[src/rtl/cross_neighbourhood_sum_threshold_macros.svh]
// assertion macros for the cross neighbourhood sum threshold block
// used by the top level; expects signals clk and rst_n in scope
`ifndef CROSS_NEIGHBOURHOOD_SUM_THRESHOLD_MACROS_SVH
`define CROSS_NEIGHBOURHOOD_SUM_THRESHOLD_MACROS_SVH

// same-cycle implication, disabled during reset
`define CNST_ASSERT_NOW(lbl, ante, cons, msg) \
  lbl: assert property (@(posedge clk) disable iff (!rst_n) (ante) |-> (cons)) else $error(msg);

// next-cycle implication, disabled during reset
`define CNST_ASSERT_NEXT(lbl, ante, cons, msg) \
  lbl: assert property (@(posedge clk) disable iff (!rst_n) (ante) |=> (cons)) else $error(msg);

`endif

[src/rtl/cnst_pkg.sv]
// shared types and constants for the cross neighbourhood sum threshold block
// no dependencies; imported by every module of the block
package cnst_pkg;

  // fixed field widths
  localparam int CFG_W    = 11;
  localparam int COORD_W  = 10;
  localparam int PIX_IN_W = 8;
  localparam int CFG_IDX_W = 2;

  // default parameter values
  localparam int DEF_MAX_WIDTH  = 1024;
  localparam int DEF_MAX_HEIGHT = 1024;
  localparam int DEF_PIXEL_BITS = 8;

  // register indexes
  localparam logic [CFG_IDX_W-1:0] CFG_IDX_THRESH = 2'd0;
  localparam logic [CFG_IDX_W-1:0] CFG_IDX_WIDTH  = 2'd1;
  localparam logic [CFG_IDX_W-1:0] CFG_IDX_HEIGHT = 2'd2;

  // register reset values
  localparam logic [CFG_W-1:0] RST_THRESH = 11'd30;
  localparam logic [CFG_W-1:0] RST_WIDTH  = 11'd8;
  localparam logic [CFG_W-1:0] RST_HEIGHT = 11'd6;

  // smallest frame dimension in use
  localparam int MIN_DIM = 3;

  // configuration register set
  typedef struct packed {
    logic [CFG_W-1:0] thresh;
    logic [CFG_W-1:0] width;
    logic [CFG_W-1:0] height;
  } cnst_cfg_t;

  // per-pixel control travelling down the pipeline
  typedef struct packed {
    logic [COORD_W-1:0] out_row;
    logic [COORD_W-1:0] out_col;
    logic               emit;
    logic               last;
  } cnst_item_t;

endpackage

[src/rtl/cnst_cfg_regs.sv]
// configuration register file: threshold, frame width and frame height
// depends on cnst_pkg
module cnst_cfg_regs
  import cnst_pkg::*;
(
  input  logic                 clk,
  input  logic                 rst_n,
  input  logic                 wr_en,
  input  logic [CFG_IDX_W-1:0] wr_index,
  input  logic [CFG_W-1:0]     wr_data,
  output cnst_cfg_t            cfg
);

  cnst_cfg_t cfg_r;
  cnst_cfg_t cfg_nxt;

  // decode register index, unknown indexes are dropped
  always_comb begin
    cfg_nxt = cfg_r;
    if (wr_en) begin
      case (wr_index)
        CFG_IDX_THRESH: cfg_nxt.thresh = wr_data;
        CFG_IDX_WIDTH:  cfg_nxt.width  = wr_data;
        CFG_IDX_HEIGHT: cfg_nxt.height = wr_data;
        default:        cfg_nxt = cfg_r;
      endcase
    end
  end

  always_ff @(posedge clk) begin
    if (!rst_n) begin
      cfg_r.thresh <= RST_THRESH;
      cfg_r.width  <= RST_WIDTH;
      cfg_r.height <= RST_HEIGHT;
    end else begin
      cfg_r <= cfg_nxt;
    end
  end

  assign cfg = cfg_r;

endmodule

[config.mk]
export PLATFORM = sky130hd
export DESIGN_NAME = cnst_cfg_regs
export DESIGN_NICKNAME = d
export VERILOG_FILES = /design/src/rtl/cross_neighbourhood_sum_threshold_macros.svh /design/src/rtl/cnst_pkg.sv /design/src/rtl/cnst_cfg_regs.sv
export SDC_FILE = /design/constraint.sdc
export NUM_CORES = 1
export LEC_CHECK = 0
export BUFFER_PORTS_ARGS = -buffer_cell sky130_fd_sc_hd__buf_2
export CORE_MARGIN = 1
export CORE_UTILIZATION = 43
export DETAILED_ROUTE_END_ITERATION = 6
export PLACE_DENSITY = 0.74
export SYNTH_ARGS = -nofsm -noshare
export SYNTH_HDL_FRONTEND = slang
export SYNTH_SLANG_ARGS = --single-unit
[constraint.sdc]
create_clock -name clk -period 0.8 [get_ports clk]
set_input_delay 0.08 -clock clk [delete_from_list [all_inputs] [get_ports clk]]
set_output_delay 0.08 -clock clk [all_outputs]
set_load 0.01 [all_outputs]
==> results of run 1 <==
==> report_power, final <==
group	internal, W	leakage [nW]	switching [W]
sequential	0.00171	0.277	0.0000431
clock	0.000415	0.0314	0.000521
combinational	0.000253	0.606	0.000189
total	0.00238	0.915	0.000754
==> synthesized netlist by cell type <==
cell type,n
nand2_1,37
dfxtp_1,33
mux2i_1,32
nor2b_1,9
buf_2,4
buf_4,2
nand3b_1,2
and3b_1,1
buf_6,1
clkbuf_1,1
inv_1,1
nand4bb_1,1
nor3b_2,1
o211ai_1,1
==> final timing paths <==
check                           cells past startpoint      end  slack [ns]
worst min register to register                      2  cfg[29]        0.47
worst max-delay path                                1  cfg[28]       -0.07
worst min-delay path                                3  cfg[13]        0.02
worst max register to register                      3  cfg[14]        0.06
==> metal layers <==
layer	wire, um	vias to the layer above	track usage
met5	0	-	0
met3	152	5	0.0691
met1	1160	530	0.232
met4	42	0	0.0857
li1	-	535	-
met2	1630	29	0.369
==> metrics by stage <==
| step | setup TNS, ns | setup slack [ns] | area, sq um | power (W) | instances |
|---|---|---|---|---|---|
| after CTS | -2.20 | -0.0775 | 1940 | 0.00316 | 217 |
| after global routing | -2.94 | -0.105 | 1970 | 0.00327 | 220 |
| after global placement | -1.28 | -0.0716 | 1610 | 0.00211 | 207 |
| final | -1.80 | -0.0701 | 1970 | 0.00313 | 220 |
| after detailed placement | -1.95 | -0.0893 | 1610 | 0.00213 | 207 |
| after floorplan | 0 | 0.0696 | 1280 | 0.00196 | 126 |
==> cell families after synthesis <==
family,count (synthesis),share of synthesized area
AND/OR/NAND/NOR,51,0.189
flip-flops,33,0.514
multiplexers,32,0.249
buffers and inverters,9,0.0419
AO/OA/AOI/OAI,1,0.00584
==> what timing repair did <==
| item | in CTS | in global routing |
|---|---|---|
| setup endpoints to repair | 33 | 35 |
| endpoints found under the hold margin | 2 | 0 |
| buffers inserted | 1 | 3 |
| hold buffers | 2 | 0 |
| gates resized for setup | 66 | 1 |
==> layout make-up <==
class | instances | area [sq um]
inverters | 1 | 3.75
well taps | 31 | 38.8
multi-input cells | 84 | 573
repair buffers | 64 | 597
fillers | 213 | 836
clock buffers | 7 | 55.1
flip-flops and latches | 33 | 702
==> impl_metrics.toml, run 1 <==
[status]
status = "finished with violations"
violations = "DRC, setup timing"

[finish]
layout-drive-gt1-share = 0.545
n_antenna_cell = 0
layout.nets = 205
largest_reg_flops = 33
area_delta_synth_final_pct = 53.3
final_core_util = 0.702
final_common_cell = "nand2_1"
final_cell_mix = "nand2_1, dfxtp_2, buf_6"

[sta]
fin_worst_skew_ns = 0
rsz0062_at_grt = "yes"
whs_ns = 0.0202
post-route-min-period_ns = 0.870
final_hold_viol_count = 0
worst_slack_ns = -0.0701
tightest_slew_ns = 0.246
min_period_over_period = 1.09
max_freq_mhz = 1150
relSlewSlack = 0.835
drv_slew = 0
setup_violations = 33

[yosys]
synth_top_cell_by_area = "dfxtp_1"
ys_types = 14
yosys-top-cells-area = "dfxtp_1, mux2i_1, nand2_1"
ys_warn_count = 0
syn-mean-instance-area_sq_um = 10.2
synth.cell_area_sq_mm = 0.00128
yosysTopAreaCellShare = 0.514
synth_nets = 142
synth_seq_cells = 33
postSynthCellCount = 126
seq_area_frac_synth = 0.514

[worst_setup_path]
cpLargestDelayFamily = "flip-flops"
required_ns = 0.72
endpoint_kind = "output port"
cp_slowest_stage_delay_ns = 0.34
crit_start = "cfg[28]"
cp_max_fo = 2
cp_cell_sequence = "buf_6"
slowest_stage = "dfxtp_2"
critical_path_class = "flop to output port"
crit_buf_inv = 1
arrival_ns = 0.79
start_kind = "flop"
timing.rr.start = "cfg[14]"

[drt]
drt-total-wl_mm = 2.98
vias = 1099
dr.pass1.iters = 5
drt_iter0_markers = 26
routed_via_density = 5.00
route.detailed.wl_per_inst_um = 13.6
drc_errors = 5
drt.antenna.violating_nets = 0

[grt]
grt_pass1_vias = 1117
gr-usage-all-layers = 0.211
grt_pass1_wl_mm = 5.03
grt_max_degree = 20
overflow = 0
antenna_found_initial = 0

[clock_network]
clkSinkCount = 33
htree_levels = 2
numCtsBuffers = 5
cts.clk_slew.worst_paths_ns = 0.10
cts_buffer_depth = 2
clk_latency_ns = 0.33
cts_root_buffer = "clkbuf_4"
tritoncts = "done"

[placed_design]
io_buffers = 48
gp_routability_congestion = 0.701
dp_hpwl_mm = 2.05

[worst_hold_path]
hp-class = "input pin to flop"
hp-start = "wr_data[2]"

[die]
core_sq_mm = 0.00281
num_rows = 19
initial_utilization = 0.458
pin_count = 49
die-width_um = 56.7
die_area_sq_mm = 0.00321
fp.dieH_um = 56.7

[pwr]
powerDensity_mw_per_mm2 = 1590
vdd_drop_max_uv = 1100
p_leak_nw = 0.915

[run]
cap_violations = 0
Power figures use the tool's default switching activity.
==> run 2: changes to the inputs <==
GPL_TIMING_DRIVEN = 0   (was not set)
REMOVE_ABC_BUFFERS = 1   (was not set)
SETUP_SLACK_MARGIN = 0.5   (was not set)
==> run 2 against run 1 <==
  * Non-clock buffer count decreased by 8
  * Largest power group unchanged
  * Final cell count is 3.6% lower
  * Sequential power hardly changed
  * Worst hold slack worse by 0.020 ns
  * The flow still finishes with violations (DRC, setup timing)
==> impl_metrics.toml, run 2 (synthesized netlist as in run 1, its figures left out) <==
[sta]
max_freq_mhz = 1160
rsz0062_at_grt = "yes"
tightest_slew_ns = 0.450
relSlewSlack = 0.700
post-route-min-period_ns = 0.862
whs_ns = 0.000377
final_hold_viol_count = 0
worst_slack_ns = -0.0624
min_period_over_period = 1.08
fin_worst_skew_ns = 0
setup_violations = 33
drv_slew = 0
setup-tns-final_ns = -1.60

[grt]
grt_pass1_vias = 1122
overflow = 0
grt_max_degree = 48
antenna_found_initial = 0
gr-usage-all-layers = 0.202
grt_pass1_wl_mm = 4.86

[clock_network]
htree_levels = 2
cts_buffer_depth = 2
cts_root_buffer = "clkbuf_4"
numCtsBuffers = 5
clk_latency_ns = 0.32
tritoncts = "done"
clkSinkCount = 33
cts.clk_slew.worst_paths_ns = 0.10

[drt]
route.detailed.wl_per_inst_um = 13.9
drt.antenna.violating_nets = 0
dr.pass1.iters = 6
drt-total-wl_mm = 2.95
vias = 1052
drc_errors = 8
drt_iter0_markers = 20
routed_via_density = 4.96

[worst_setup_path]
required_ns = 0.72
cpLargestDelayFamily = "flip-flops"
r2r-end = "cfg[1]"
cp_cell_sequence = "buf_6"
cp_max_fo = 2
r2r_cells = 3
timing.rr.start = "cfg[1]"
cp_slowest_stage_delay_ns = 0.34
endpoint_kind = "output port"
critical_path_class = "flop to output port"
r2r_slack_ns = 0.07
crit_buf_inv = 1
slowest_stage = "dfxtp_2"
arrival_ns = 0.78
start_kind = "flop"

[pwr]
p_leak_nw = 0.890
p_int_w = 0.00236
power_frac_comb = 0.138
p_switching_w = 0.000742
clock_power_share = 0.296
seqPwrFrac = 0.566
powerDensity_mw_per_mm2 = 1600
swShare = 0.239
vdd_drop_max_uv = 1200

[placed_design]
dp_hpwl_mm = 1.86
gp_routability_congestion = 0.692
place_worst_setup_slack_ns = -0.702
placed_area_sq_mm = 0.00151
io_buffers = 48
placed_cells = 197

[die]
fp.dieH_um = 56.7
pin_count = 49
initial_utilization = 0.458
core_sq_mm = 0.00281
die_area_sq_mm = 0.00321
num_rows = 19
die-width_um = 56.7

[worst_hold_path]
hp-class = "input pin to flop"
hp-start = "wr_data[1]"
hold_depth = 3
hold-path-endpoint = "cfg[12]"

[status]
violations = "DRC, setup timing"
status = "finished with violations"

[finish]
fin_area_sq_mm = 0.00195
layout.nets = 197
area_delta_synth_final_pct = 51.4
final_common_cell = "buf_6"
largest_reg_flops = 33
final_cell_mix = "buf_6, dfxtp_2, mux2i_1"
layout-drive-gt1-share = 0.569
n_antenna_cell = 0
final_cells = 212

[run]
cap_violations = 0
## run 2: metal layers
layer | routed length, um | track usage | up-vias | share of wire
li1 | - | - | 527 | -
met4 | 23 | 0.0536 | 0 | 0.0078
met1 | 1270 | 0.226 | 482 | 0.43
met5 | 0 | 0 | - | 0
met3 | 203 | 0.0760 | 3 | 0.069
met2 | 1450 | 0.357 | 40 | 0.49
## run 2: power groups by stage
stage	Sequential [W]	Combinational (W)	Clock, W
2_1_floorplan	0.00180	0.000128	0
3_3_place_gp	0.00176	0.000303	0
3_5_place_dp	0.00177	0.000317	0
4_1_cts	0.00175	0.000416	0.000949
5_1_grt	0.00176	0.000462	0.00102
6_report	0.00176	0.000428	0.000921
## run 2: repair_timing
item / CTS / global route
hold endpoints to repair: 3 / 0
pin swaps: 2 / 0
gates resized for setup: 71 / 9
cloned: 0 / 0
setup buffers: 6 / 2
endpoints found under the setup margin: 66 / 66
## run 2: per-stage QoR
step                      total power (W)   util
after floorplan                   0.00192      -
after global placement            0.00207  0.540
after detailed placement          0.00208  0.540
after CTS                         0.00312  0.678
after global routing              0.00325  0.694
final                             0.00311  0.694
## run 2: cell type report
class	instances	area, sq um
fill	217	860
clock buffer	7	55.1
multi-input combinational	84	593
sequential	33	702
tap	31	38.8
timing repair buffer	56	553
inverter	1	3.75
## run 2: worst max-delay path by stage
stage	slack, ns	to	cells after the start	from
after floorplan	-0.27	cfg[22]	2	wr_index[0]
after global placement	-0.69	cfg[22]	3	wr_index[0]
after detailed placement	-0.70	cfg[30]	3	wr_index[0]
after CTS	-0.07	cfg[8]	1	cfg[8]
after global routing	-0.10	cfg[13]	1	cfg[13]
final	-0.06	cfg[13]	1	cfg[13]
