### src/rtl/cross_neighbourhood_sum_threshold_macros.svh
// assertion macros for the cross neighbourhood sum threshold block
// used by the top level; expects signals clk and rst_n in scope
`ifndef CROSS_NEIGHBOURHOOD_SUM_THRESHOLD_MACROS_SVH
`define CROSS_NEIGHBOURHOOD_SUM_THRESHOLD_MACROS_SVH

// same-cycle implication, disabled during reset
`define CNST_ASSERT_NOW(lbl, ante, cons, msg) \
  lbl: assert property (@(posedge clk) disable iff (!rst_n) (ante) |-> (cons)) else $error(msg);

// next-cycle implication, disabled during reset
`define CNST_ASSERT_NEXT(lbl, ante, cons, msg) \
  lbl: assert property (@(posedge clk) disable iff (!rst_n) (ante) |=> (cons)) else $error(msg);

`endif

### src/rtl/cnst_pkg.sv
// shared types and constants for the cross neighbourhood sum threshold block
// no dependencies; imported by every module of the block
package cnst_pkg;

  // fixed field widths
  localparam int CFG_W    = 11;
  localparam int COORD_W  = 10;
  localparam int PIX_IN_W = 8;
  localparam int CFG_IDX_W = 2;

  // default parameter values
  localparam int DEF_MAX_WIDTH  = 1024;
  localparam int DEF_MAX_HEIGHT = 1024;
  localparam int DEF_PIXEL_BITS = 8;

  // register indexes
  localparam logic [CFG_IDX_W-1:0] CFG_IDX_THRESH = 2'd0;
  localparam logic [CFG_IDX_W-1:0] CFG_IDX_WIDTH  = 2'd1;
  localparam logic [CFG_IDX_W-1:0] CFG_IDX_HEIGHT = 2'd2;

  // register reset values
  localparam logic [CFG_W-1:0] RST_THRESH = 11'd30;
  localparam logic [CFG_W-1:0] RST_WIDTH  = 11'd8;
  localparam logic [CFG_W-1:0] RST_HEIGHT = 11'd6;

  // smallest frame dimension in use
  localparam int MIN_DIM = 3;

  // configuration register set
  typedef struct packed {
    logic [CFG_W-1:0] thresh;
    logic [CFG_W-1:0] width;
    logic [CFG_W-1:0] height;
  } cnst_cfg_t;

  // per-pixel control travelling down the pipeline
  typedef struct packed {
    logic [COORD_W-1:0] out_row;
    logic [COORD_W-1:0] out_col;
    logic               emit;
    logic               last;
  } cnst_item_t;

endpackage

### src/rtl/cnst_raster_pos.sv
// raster position tracker and result decode for each incoming pixel
// depends on cnst_pkg; frame size comes from the configuration registers
module cnst_raster_pos
  import cnst_pkg::*;
#(
  parameter int MAX_WIDTH  = DEF_MAX_WIDTH,
  parameter int MAX_HEIGHT = DEF_MAX_HEIGHT,
  localparam int CCW = $clog2(MAX_WIDTH),
  localparam int RCW = $clog2(MAX_HEIGHT)
)
(
  input  logic            clk,
  input  logic            rst_n,
  input  logic            accept,
  input  logic            frame_start,
  input  cnst_cfg_t       cfg,
  output cnst_item_t      item,
  output logic [CCW-1:0]  col_addr
);

  localparam int WCW = $clog2(MAX_WIDTH + 1);
  localparam int HCW = $clog2(MAX_HEIGHT + 1);
  localparam int CWW = (WCW > CFG_W) ? WCW : CFG_W;
  localparam int CWH = (HCW > CFG_W) ? HCW : CFG_W;

  logic [CCW-1:0] col_r, col_nxt;
  logic [RCW-1:0] row_r, row_nxt;
  logic [CCW-1:0] c;
  logic [RCW-1:0] r;
  logic [CWW-1:0] w_ext;
  logic [CWH-1:0] h_ext;
  logic [WCW-1:0] w_cl;
  logic [HCW-1:0] h_cl;
  logic [WCW:0]   c_p1, c_p2, w_cmp;
  logic [HCW:0]   r_cmp, r_p1, h_cmp;

  // clamp frame size into the supported range
  always_comb begin
    w_ext = CWW'(cfg.width);
    h_ext = CWH'(cfg.height);
    if (w_ext < CWW'(MIN_DIM)) w_cl = WCW'(MIN_DIM);
    else if (w_ext > CWW'(MAX_WIDTH)) w_cl = WCW'(MAX_WIDTH);
    else w_cl = WCW'(w_ext);
    if (h_ext < CWH'(MIN_DIM)) h_cl = HCW'(MIN_DIM);
    else if (h_ext > CWH'(MAX_HEIGHT)) h_cl = HCW'(MAX_HEIGHT);
    else h_cl = HCW'(h_ext);
  end

  // position of this pixel, frame start restarts at the origin
  assign c = frame_start ? '0 : col_r;
  assign r = frame_start ? '0 : row_r;

  assign c_p1  = (WCW+1)'(c) + (WCW+1)'(1);
  assign c_p2  = (WCW+1)'(c) + (WCW+1)'(2);
  assign w_cmp = (WCW+1)'(w_cl);
  assign r_cmp = (HCW+1)'(r);
  assign r_p1  = (HCW+1)'(r) + (HCW+1)'(1);
  assign h_cmp = (HCW+1)'(h_cl);

  // judge the centre one row up when it is an interior cell
  always_comb begin
    item.emit    = (r_cmp >= (HCW+1)'(2)) && (r_cmp < h_cmp) &&
                   (c != '0) && (c_p2 <= w_cmp);
    item.last    = (r_p1 == h_cmp) && (c_p2 == w_cmp);
    item.out_row = COORD_W'(r - RCW'(1));
    item.out_col = COORD_W'(c);
  end

  assign col_addr = c;

  // advance position, wrapping at row and frame end
  always_comb begin
    col_nxt = col_r;
    row_nxt = row_r;
    if (accept) begin
      if (c_p1 >= w_cmp) begin
        col_nxt = '0;
        row_nxt = (r_p1 >= h_cmp) ? '0 : RCW'(r_p1);
      end else begin
        col_nxt = CCW'(c_p1);
        row_nxt = r;
      end
    end
  end

  always_ff @(posedge clk) begin
    if (!rst_n) begin
      col_r <= '0;
      row_r <= '0;
    end else begin
      col_r <= col_nxt;
      row_r <= row_nxt;
    end
  end

endmodule

### config.mk
export PLATFORM = sky130hd
export DESIGN_NAME = cnst_raster_pos
export DESIGN_NICKNAME = d
export VERILOG_FILES = /design/src/rtl/cross_neighbourhood_sum_threshold_macros.svh /design/src/rtl/cnst_pkg.sv /design/src/rtl/cnst_raster_pos.sv
export SDC_FILE = /design/constraint.sdc
export NUM_CORES = 1
export LEC_CHECK = 0
export BUFFER_PORTS_ARGS = -buffer_cell sky130_fd_sc_hd__buf_4
export CAP_MARGIN = 10
export CORE_ASPECT_RATIO = 0.9
export CORE_MARGIN = 1
export CORE_UTILIZATION = 47
export CTS_CLUSTER_SIZE = 28
export DETAILED_ROUTE_END_ITERATION = 12
export GPL_TIMING_DRIVEN = 1
export PLACE_DENSITY = 0.79
export SYNTH_ARGS = -nofsm -noshare
export SYNTH_HDL_FRONTEND = slang
export SYNTH_SLANG_ARGS = --single-unit
### constraint.sdc
create_clock -name clk -period 3.8 [get_ports clk]
set_clock_uncertainty 0.15 [all_clocks]
set_input_delay 0.38 -clock clk [delete_from_list [all_inputs] [get_ports clk]]
set_output_delay 0.38 -clock clk [all_outputs]
set_load 0.1 [all_outputs]
==> impl_metrics.tcl, run 1 <==
set metrics [dict create \
    routed_via_density 5.80 \
    clkTransAtPathRegs_ps 70 \
    area_growth_pct 26.4 \
    r2r-start "col_r[0]" \
    synth_common_cells "ha_1, nand2_1, nor2_1" \
    place_congestion 0.905 \
    io_pins 69 \
    grt_usage_pct 24.0 \
    yosys_warnings 0 \
    synth.most_common_cell "ha_1" \
    synth_nets 449 \
    combPwrFrac_pct 29.7 \
    hold_viol_final 0 \
    p_int_w 0.000340 \
    period_share_pct 97.9 \
    multi_input_area_um2 2340 \
    post-cts-setup-buffers 0 \
    numPortBuffers 57 \
    clock_path_buffers 2 \
    rr_endpoint "row_r[8]" \
    ys.flop_type "dfxtp_1" \
    grt_use_met2_pct 41.4 \
    cp-start-kind "flip-flop" \
    p_seq_share_pct 42.3 \
    drt-wirelength-per-cell_um 15.4 \
    worst_ir_drop_vdd_mv 0.155 \
    dr.pass1.iters 5 \
    grt_pass1_vias 2644 \
    drive_gt1_share_pct 26.6 \
    worstPathRequired_ps 3270 \
    crit_cells 11 \
    drt-total-wl_um 7500 \
    synthTopCellsByArea "ha_1, dfxtp_1, nand2_1" \
    grt_pass1_wl_um 12200 \
    cp-startpoint "col_r[3]" \
    vias 2832 \
    drtAntennaViolNets 0 \
    pwr_density_cell_nw_per_um2 143 \
    endpoint_kind "primary output" \
    start_util_pct 48.9 \
    grt_max_degree 23 \
    use_met1_pct 33.4 \
    cts_buffers 3 \
    ys_types 55 \
    grt_remaining_overflow 0 \
    worst-path-max-fanout 2 \
    core_area_um2 5730 \
    die_w_um 83.4 \
    critPathTopFamily "compound AO/OA/AOI/OAI gates" \
    holdPathEnd "col_r[0]" \
    dp.final_hpwl_um 6270 \
    drc 0 \
    cp_slowest_stage_delay_ps 500 \
    syn_area_per_cell_um2 7.72 \
    yosysTopAreaCellShare_pct 21.9 \
    cp_cell_sequence "nor2b_4 > nand3_1 > or3b_2 > xnor2_1 > ha_1 > a21o_1 > a21o_1 > a21oi_1 > o21ai_1 > a211oi_4 > buf_8" \
    synth_area_um2 2800 \
    cts_root_buffer "clkbuf_8" \
    worstSetupPathType "reg2out" \
    regArea_um2 402 \
    grtUsageMet3_pct 3.07 \
    max_cap_violations 0 \
    drt_iter0_drc 267 \
    synth_seq_area_share_pct 14.3 \
    htree_levels 1 \
    fill_cells 515 \
    fin_util_pct 61.8 \
    clock_sinks 20 \
    syn_inst 363 \
    min_path_cells 2 \
    grt-busiest-layer "met2" \
    dieArea_um2 6270 \
    r2r_cells 13 \
    fin_setup_tns_ps 0 \
    die_h_um 75.2 \
    cpMaxStageDelayCell "or3b_2" \
    async_reset_ff_share_pct 0 \
    slew_viol_final 0 \
    row_count 26 \
    crit_buf_inv 1 \
    clock.fmax_ghz 0.269 \
    power.total_w 0.000505 \
    final_cell_area_um2 3540 \
    worst_pin_slew_ps 529 \
    p_sw_share_pct 32.7 \
    hp-class "in2reg" \
    r2r_slack_ps 270 \
    pwr-share-clk_pct 28.0 \
    min_period_ps 3720 \
    min_from "rst_n" \
    place_area_um2 3480 \
    diodes 0 \
    slew_headroom_pct 64.7 \
    power_leakage_nw 1.68 \
    setup_viol 0 \
    status "finished clean" \
    antenna_found_initial 0 \
    cts_tree "yes" \
    crit_arrival_ps 3190 \
    ys_ff_latch 20 \
    fin_nets 506 \
    synth-edff-count 0 \
    switching_power_w 0.000165 \
    grt_setup_unrepaired "yes" \
    cp_common_cell "a21o_1" \
    synth_area_leader_cell "ha_1" \
    clk_latency_ps 260 \
]
-- worst register-to-register path: stages (launching register included) --
cell     delay [ps]
dfxtp_1         480
inv_1           140
nor2_4          130
ha_4            140
and3_1          270
nand3_1         160
xnor2_1         170
ha_1            310
and4_1          250
a41oi_2         160
o311a_4         430
a211o_4         330
nor3b_1         230
a211o_1         120
-- worst max path at each step --
stage               end  slack [ps]
5_1_grt         item[1]         -50
3_5_place_dp   row_r[6]         -80
6_report        item[1]          80
3_3_place_gp   row_r[6]          10
4_1_cts         item[1]         0.9
2_1_floorplan   item[1]        -500
-- metal layers --
metal / share of wire [%] / wire length (um)
met1: 49 / 3650
met2: 46 / 3460
met3: 4.5 / 339
met4: 0.73 / 55
met5: 0 / 0
-- cells by family (layout without fill, tap and decap cells) --
logic type	count (synthesis)	count (layout)	share of synthesized area, %
AND/OR/NAND/NOR	152	152	28.5
AO/OA/AOI/OAI	74	74	19.8
adder cells (fa/ha/maj)	49	49	21.9
buffers and inverters	42	97	7.37
XOR/XNOR	25	25	7.82
flip-flops	20	20	14.3
multiplexers	1	1	0.357
-- cells in the final DEF (no fill, tap or decap), types with 2 or more instances in the layout --
cell and n:
o21ai_0 10, and4_1 2, nand3_1 17, dfxtp_1 19, o31ai_1 2, o21ai_1 2
o22ai_1 2, buf_4 74, and3_1 8, a21boi_0 9, a22o_1 3, nor4_1 6
nor2_1 19, clkbuf_8 3, nand2b_1 11, inv_1 16, o21a_1 2, and3_4 2
or4_1 2, ha_4 2, nor2b_1 9, xor2_1 12, nand4_1 7, a211oi_4 2
a211oi_1 2, nor3_1 5, a21o_1 9, nand2_1 38, nor3b_1 2, o311ai_1 2
nor2b_4 3, and2b_1 2, xnor2_1 12, ha_1 47, a211o_1 3, a21oi_1 9
nor2b_2 4, o211ai_1 5
-- through the flow --
step | std cells | hold slack [ps] | setup WS [ps]
6_report | 488 | 293 | 81.5
5_1_grt | 488 | 296 | -54.8
4_1_cts | 488 | 298 | 0.912
3_5_place_dp | 485 | 362 | -83.2
3_3_place_gp | 485 | 348 | 12.3
2_1_floorplan | 363 | 321 | -498
-- final cells by class --
type	instances	area share [%]
inverter	17	1.91
tap	70	2.47
clock buffer	3	1.17
timing repair buffer	77	17.0
sequential	20	11.3
multi-input combinational	301	66.1
-- power by group through the flow --
stage / Combinational, W / Clock [W] / Sequential (W)
2_1_floorplan: 0.0000978 / 0 / 0.000217
4_1_cts: 0.000148 / 0.000142 / 0.000213
6_report: 0.000150 / 0.000141 / 0.000213
3_3_place_gp: 0.000143 / 0 / 0.000218
5_1_grt: 0.000165 / 0.000152 / 0.000213
3_5_place_dp: 0.000147 / 0 / 0.000218
-- sequential cells by signal, summed over array words and instances (netlist names) --
| register | cells |
|---|---|
| row_r | 10 |
| col_r | 10 |
-- what timing repair did --
| action | CTS | global route |
|---|---|---|
| resized for setup | 0 | 7 |
| setup endpoints to repair | 0 | 8 |
| hold endpoints to repair | 0 | 0 |
| hold buffers | 0 | 0 |
No activity file was read; power rests on OpenSTA's default activity.
==> run 2: changes to the inputs <==
--- a/config.mk
+++ b/config.mk
@@ -13,7 +13,7 @@
 export CTS_CLUSTER_SIZE = 28
 export DETAILED_ROUTE_END_ITERATION = 12
 export GPL_TIMING_DRIVEN = 1
-export PLACE_DENSITY = 0.79
+export PLACE_DENSITY_LB_ADDON = 0.12
 export SYNTH_ARGS = -nofsm -noshare
 export SYNTH_HDL_FRONTEND = slang
 export SYNTH_SLANG_ARGS = --single-unit
==> run 2 against run 1 <==
Total power up 4.6%. Sequential share of layout area shrank 0.14 points. Wire length barely moved. Sequential power about the same. Setup slack better by 47 ps. Critical path depth grew 4. First-iteration DRC count decreased by 24%. Largest cell class unchanged. Via count down 2.4%. Die area is the same. Register-to-register slack got worse by 40 ps. Combinational power about the same. Global-route usage is 0.096 points higher. Critical endpoint unchanged.
==> impl_metrics.tcl, run 2 (synthesis gave the netlist of run 1 again) <==
set metrics [dict create \
    worst_pin_slew_ps 563 \
    core_area_um2 5730 \
    grt_max_degree 23 \
    start_util_pct 48.9 \
    clock_sinks 20 \
    worstSetupPathType "in2out" \
    vias 2763 \
    cts_root_buffer "clkbuf_8" \
    die_w_um 83.4 \
    power_leakage_nw 1.70 \
    cts_tree "yes" \
    drc 0 \
    row_count 26 \
    clk_latency_ps 260 \
    clock_path_buffers 2 \
    setup_viol 0 \
    fill_cells 530 \
    reg.largest.list "col_r (10), row_r (10)" \
    grt_remaining_overflow 0 \
    cp-start-kind "input pin" \
    grt_pass1_wl_um 12000 \
    hp-class "in2reg" \
    drt-wirelength-per-cell_um 15.2 \
    drtAntennaViolNets 0 \
    cts_buffers 3 \
    dieArea_um2 6270 \
    endpoint_kind "primary output" \
    die_h_um 75.2 \
    drt_iter0_drc 204 \
    grt_setup_unrepaired "no" \
    place_congestion 0.889 \
    clkTransAtPathRegs_ps 70 \
    dp.final_hpwl_um 6290 \
    dp_slack_ps -88.8 \
    period_share_pct 96.6 \
    worst-path-max-fanout 4 \
    drt-total-wl_um 7500 \
    setup_ws_ps 128 \
    fin_nets 510 \
    max_cap_violations 0 \
    worstPathRequired_ps 3270 \
    layout_commonest_cell "buf_4" \
    slew_headroom_pct 62.4 \
    htree_levels 1 \
    grt_pass1_vias 2445 \
    status "finished clean" \
    worst_ir_drop_vdd_mv 0.190 \
    final_cells 493 \
    io_pins 69 \
    fin_setup_tns_ps 0 \
    routed_via_density 5.60 \
    slew_viol_final 0 \
    min_period_ps 3670 \
    numPortBuffers 57 \
    fin_util_pct 62.4 \
    drive_gt1_share_pct 27.0 \
    holdBufCountCts 0 \
    hold_viol_final 0 \
    area_growth_pct 27.6 \
    crit_arrival_ps 3140 \
    pwr_density_cell_nw_per_um2 148 \
    clock.fmax_ghz 0.272 \
    diodes 0 \
    dp.cells 489 \
    antenna_found_initial 0 \
    dr.pass1.iters 4 \
    final_cell_mix "buf_4, ha_1, nand2_1" \
    grt_usage_pct 24.1 \
]
==> run 2: cell types whose count changed in the layout (fill, tap and decap cells not counted) <==
cell / change
nor4_1: +1
dfxtp_1: +1
buf_6: -1
clkbuf_8: +1
nor4_2: -1
dfxtp_2: -1
buf_4: +5
==> run 2: path summary, 6_finish.rpt <==
kind,slack (ps),cells after the start,start,to
max reg2reg,230,14,row_r[1],row_r[8]
min reg2reg,380,2,col_r[2],col_r[2]
max,130,15,frame_start,item[1]
min,300,2,rst_n,col_r[2]
==> run 2: metal layers <==
metal	wire, um	vias up	track usage, %	part of all wire, %
met3	482	2	2.96	6.4
met1	3780	1268	36.2	50
met4	8	0	1.72	0.11
li1	-	1424	-	-
met5	0	-	0	0
met2	3220	69	38.3	43
==> run 2: worst max-delay path: stages <==
cell and delay, ps:
buf_4 120, inv_1 180, nand2_2 130, clkinvlp_4 140
ha_4 140, and3_4 190, and3_4 210, nand3_2 80
xnor2_1 140, ha_1 300, nand4_1 180, nor4_1 210
inv_1 180, a211oi_4 300, buf_8 240
==> run 2: cell type report <==
| class | instances | area (um2) | area share, % |
|---|---|---|---|
| clock buffer | 4 | 55.1 | 1.54 |
| inverter | 17 | 67.6 | 1.89 |
| multi-input combinational | 301 | 2330 | 65.3 |
| sequential | 20 | 400 | 11.2 |
| tap | 70 | 87.6 | 2.45 |
| timing repair buffer | 81 | 628 | 17.6 |
==> run 2: what timing repair did <==
action,in CTS,in global routing
endpoints found under the setup margin,1,3
resized for setup,1,3
setup buffers,0,0
==> run 2: through the flow <==
| stage | hold slack (ps) | instance area [um2] | power, W |
|---|---|---|---|
| after floorplan | 321 | 2950 | 0.000315 |
| after global placement | 356 | 3510 | 0.000363 |
| final | 301 | 3570 | 0.000528 |
| after detailed placement | 359 | 3510 | 0.000366 |
| after CTS | 298 | 3570 | 0.000531 |
| after global routing | 305 | 3570 | 0.000553 |
==> run 2: report_power, final <==
part / internal [W] / switching [W]
Sequential: 0.000211 / 0.00000248
Combinational: 0.0000581 / 0.0000920
Clock: 0.0000923 / 0.0000721
Total: 0.000361 / 0.000167
